--- config.mk ---
export PLATFORM = sky130hd
export DESIGN_NAME = dpt_mark_store
export DESIGN_NICKNAME = d
export VERILOG_FILES = /design/src/design/dpt_pkg.sv /design/src/design/dpt_mark_store.sv
export SDC_FILE = /design/constraint.sdc
export NUM_CORES = 2
export LEC_CHECK = 0
export BUFFER_PORTS_ARGS = -buffer_cell sky130_fd_sc_hd__buf_2
export CAP_MARGIN = 10
export CORE_MARGIN = 2
export CORE_UTILIZATION = 40
export DETAILED_ROUTE_END_ITERATION = 6
export SETUP_SLACK_MARGIN = 0.4
export SYNTH_ARGS = -nofsm -noshare
export SYNTH_HDL_FRONTEND = slang
export SYNTH_SLANG_ARGS = --single-unit
--- constraint.sdc ---
create_clock -name clk -period 16.1 [get_ports clk]
set_input_delay 0.805 -clock clk [delete_from_list [all_inputs] [get_ports clk]]
set_output_delay 0.805 -clock clk [all_outputs]
set_load 0.05 [all_outputs]
--- src/design/dpt_pkg.sv ---
// dpt_pkg: shared constants, codes and request structs of the dirty page tracker
// used by dpt_mark_store, dpt_stack_store and dirty_page_tracker
package dpt_pkg;

    // geometry
    localparam int PAGES    = 1024;
    localparam int IDX_W    = $clog2(PAGES);
    localparam int CNT_W    = IDX_W + 1;
    localparam int PAGE_W   = 10;
    localparam int OP_W     = 2;
    localparam int ST_W     = 3;
    localparam int S_DATA_W = 16;
    localparam int M_DATA_W = 24;

    // operation codes of a request
    typedef enum logic [OP_W-1:0] {
        OP_WRITE = 2'd0,
        OP_SWAP  = 2'd1,
        OP_DRAIN = 2'd2
    } op_t;

    // result status codes
    typedef enum logic [ST_W-1:0] {
        ST_NEW   = 3'd0,
        ST_OLD   = 3'd1,
        ST_SWAP  = 3'd2,
        ST_DRAIN = 3'd3,
        ST_EMPTY = 3'd4
    } status_t;

    // read port of a two-sided store
    typedef struct packed {
        logic             en;
        logic             side;
        logic [IDX_W-1:0] idx;
    } rd_req_t;

    // bitmap write port
    typedef struct packed {
        logic             en;
        logic             side;
        logic [IDX_W-1:0] idx;
        logic             val;
    } mark_wr_t;

    // stack write port
    typedef struct packed {
        logic              en;
        logic              side;
        logic [IDX_W-1:0]  idx;
        logic [PAGE_W-1:0] data;
    } stack_wr_t;

endpackage

--- src/design/dpt_mark_store.sv ---
// dpt_mark_store: the two page bitmaps (side a and side b) with a clearing sweep after reset
// depends on dpt_pkg
module dpt_mark_store (
    input  logic               clk,
    input  logic               rst_n,
    input  dpt_pkg::rd_req_t   rd,
    input  dpt_pkg::mark_wr_t  wr,
    output logic               rd_data,
    output logic               busy
);

    logic                     marks_a [dpt_pkg::PAGES];
    logic                     marks_b [dpt_pkg::PAGES];
    logic                     rd_data_reg;
    logic                     busy_reg;
    logic                     busy_next;
    logic [dpt_pkg::IDX_W-1:0] clr_idx_reg;
    logic [dpt_pkg::IDX_W-1:0] clr_idx_next;

    // sweep one entry of both bitmaps per cycle until the last index
    always_comb
    begin
        clr_idx_next = clr_idx_reg;
        busy_next    = busy_reg;
        if (busy_reg)
        begin
            clr_idx_next = clr_idx_reg + 1'b1;
            if (clr_idx_reg == dpt_pkg::IDX_W'(dpt_pkg::PAGES - 1))
            begin
                busy_next = 1'b0;
            end
        end
    end

    always_ff @(posedge clk or negedge rst_n)
    begin
        if (!rst_n)
        begin
            busy_reg    <= 1'b1;
            clr_idx_reg <= '0;
        end
        else
        begin
            busy_reg    <= busy_next;
            clr_idx_reg <= clr_idx_next;
        end
    end

    // bitmap writes: clearing sweep or one request write
    always_ff @(posedge clk)
    begin
        if (busy_reg)
        begin
            marks_a[clr_idx_reg] <= 1'b0;
            marks_b[clr_idx_reg] <= 1'b0;
        end
        else if (wr.en)
        begin
            if (wr.side)
            begin
                marks_b[wr.idx] <= wr.val;
            end
            else
            begin
                marks_a[wr.idx] <= wr.val;
            end
        end
    end

    // registered read, old data on a same-address write
    always_ff @(posedge clk)
    begin
        if (rd.en)
        begin
            rd_data_reg <= rd.side ? marks_b[rd.idx] : marks_a[rd.idx];
        end
    end

    assign rd_data = rd_data_reg;
    assign busy    = busy_reg;

endmodule

==> metrics.md <==
| Metric | Value |
|---|---|
| Avg Synthesized Cell Area | ~14 um2 |
| Critical Path End Type | register |
| Final wirelength | 266000 um |
| Cell Chain, Critical Path | buf_8 > buf_4 > buf_4 > buf_4 > buf_4 > mux4_2 > a2111oi_0 > a2111oi_0 > o21ai_0 > nor4_1 > nand4_1 > o311ai_1 |
| Status | completed |
| Post-synthesis cell count | 6420 |
| CTS HTree Levels | 4 |
| Clock transition at path regs | roughly 0.06 ns |
| Pins Over Slew Limit | 0 |
| Post-route clock period utilization | a little over a third |
| Overall Power | around 11 mW |
| Nets | 6231 |
| Delay-heaviest family, CP | buffers and inverters |
| Die height | about 480 um |
| DRC errors left | 0 |
| Most common cell in the netlist | nor2_1 |
| Synth warn | 0 |
| Die width | ~480 um |
| Remaining global-route overflow | 0 |
| Clk sinks | 2060 |
| CTS tree | yes |
| PortBufs | 28 |
| DR WL met2 | between 100000 and 150000 um |
| Post-synthesis register bit count | about 2100 |
| CP Class | input port to register |
| Post-DP HPWL | about 150000 um |
| Detailed Routing Iterations Pass 1 | 5 |
| First-pass GRT wire length | 379000 um |
| DR top layer | met5 |
| Worst-path maximum fanout | 57 |
| Largest net degree at the start of global routing | ~300 |
| Vias in the first global route | between 50000 and 60000 |
| Primary FF master, synth | edfxtp_1 |
| Worst rel slew slack | 16.5% |
| GRT Util Overall | between 20% and 30% |
| Setup repair bufs after CTS | 0 |
| Leakage power | 31.2 nW |
| Post-synth top cells | 2132 x nor2_1, 2049 x edfxtp_1, 401 x clkbuf_1 |
| CTS buffer count | between 150 and 200 |
| Synthesized area | approximately 0.090 mm2 |
| Max-cap violations | 0 |
| Routed Antenna Nets | 0 |
| Final hold slack | about 0.27 ns |
| Critical path arrival | roughly 6.2 ns |
| Cell mode on critical path | buf_4 |
| RD Place Congestion | about 0.87 |
| Placed Instances | approximately 9000 |
| Final setup vio count | 0 |
| Ys async rst share | less than 1% |
| Peak supply drop | roughly 0.088 mV |
| Register area share after synthesis | between 60% and 70% |
| Vias | 55449 |
| Wire per inst | approximately 28 um |
| Proportion of layout cells with a drive suffix above 1 | ~14% |
| Top-area cell type share of the netlist area | about two thirds |
| Post-route setup TNS | 0 ns |
| # rows | around 170 |
| Clk_skew | roughly 0.023 ns |
| Met1 wire length | between 100000 and 150000 um |
| Pre-CTS WS | 9.59 ns |
| Routed met3 length | 24900 um |
| Final worst slack | around 10 ns |
| Worst path slowest cell | buf_4 |
| Initial DRC count | 7545 |
| Pwr dens | 110 mW/mm2 |
| Max clock buf depth | 3 |
| Layout Area Growth over Synthesis | 9.56% |
| Slew @ Worst Pin | 1.25 ns |
| Unique masters post-synth | 73 |
| Finished Cell Area | about 0.099 mm2 |
| Number of flops mapped to enable cells by yosys | 2049 |
| Clk root buf | clkbuf_16 |
| Buffer and inverter count on the worst path | 5 |
| RSZ-0062 raised after global routing | false |
| Area leader, netlist | edfxtp_1 |
| Top cells by area, synth | edfxtp_1 68%, mux4_2 9.2%, nor2_1 8.9% |
| Placed cell area | slightly above 0.09 mm2 |
| Final core occ | about 44% |
| Startpoint Class | input port |
| Syn nets | ~6400 |
| FMAX | ~0.18 GHz |
| Initial antenna violation count | 12 |
| CP required | about 17 ns |
| Core ar. | ~0.22 mm2 |
| Non-Filler Instances | ~9400 |
| Final min period | around 5.6 ns |
| DR vias/cell | about 6 |
| Initial Util | around 40% |
| Area of the die | between 0.2 and 0.25 mm2 |
| Fin. Hold Viols | 0 |
| Clk_lat worst skew | 0.85 ns |
| Critical Path Max Stage Delay | roughly 0.74 ns |
| HP Class | input port to register |
| I/O pin count | 29 |
## path summary, 6_finish.rpt
kind | cells after the start | slack, ns | to | startpoint
max | 12 | 10.47 | rd_data$_DFFE_PP_ | rd[0]
min | 1 | 0.27 | rd_data$_DFFE_PP_ | rd[11]
max reg2reg | 6 | 11.27 | marks_a[221]$_DFFE_PP_ | busy$_DFF_PN1_
min reg2reg | 1 | 0.57 | clr_idx_reg[6]$_DFFE_PN0P_ | clr_idx_reg[6]$_DFFE_PN0P_
max in group asynchronous | 2 | 15.33 | busy$_DFF_PN1_ | rst_n
min in group asynchronous | 2 | 0.51 | clr_idx_reg[9]$_DFFE_PN0P_ | rst_n
## cell families (layout without fill, tap and decap cells)
kind of cell               after synthesis  count (layout)  share of synthesized area (%)
xor gates and xnor gates                 9               9                         0.0873
AOI/OAI and AO/OA                      424             424                           3.25
other                                    0               6                              0
buffers and inverters                  603             550                           3.31
muxes                                  705             705                           13.5
adders and majority gates                1               1                         0.0139
DFF                                   2060            2060                           68.4
and+or+nand+nor                       2618            2618                           11.4
## cells in the final DEF, fill, tap and decap left out, drive strengths merged, types with 20 or more instances in the layout
cell and count:
nand3 49, inv 20, clkinv 97, o221ai 115, nor3 78, o22ai 74
a21oi 69, clkbuf 243, nor2 2132, o21ai 67, nand2 235, mux4 398
buf 173, edfxtp 2049, mux2i 302, nor4 27
## per-layer routing
metal,global-route usage [%],vias to the layer above
met1,31.3,29018
li1,-,23255
met3,3.77,495
met4,9.48,4
met5,0,-
met2,36.1,2677
## layout make-up
type                            instances  area [um2]
Fill cell                           20117      126000
Sequential cell                      2060       61800
Multi-Input combinational cell       3757       25800
Clock buffer                          243        5140
Tap cell                             2992        3740
Timing Repair Buffer                  174        1400
Clock inverter                        121        1000
Inverter                               12        52.6
Antenna cell                            6        15.0
## power breakdown
part | leakage, nW | total, mW | switching, mW | internal (mW)
clock network | 3.00 | 4.51 | 2.04 | 2.47
registers | 20.6 | 5.87 | 0.000888 | 5.87
logic | 7.65 | 0.494 | 0.343 | 0.151
## what timing repair did
item | CTS | global route
hold endpoints to repair | 10 | 0
hold buffers | 1 | 0
resized for setup | 0 | 0
Power figures use the tool's default switching activity.
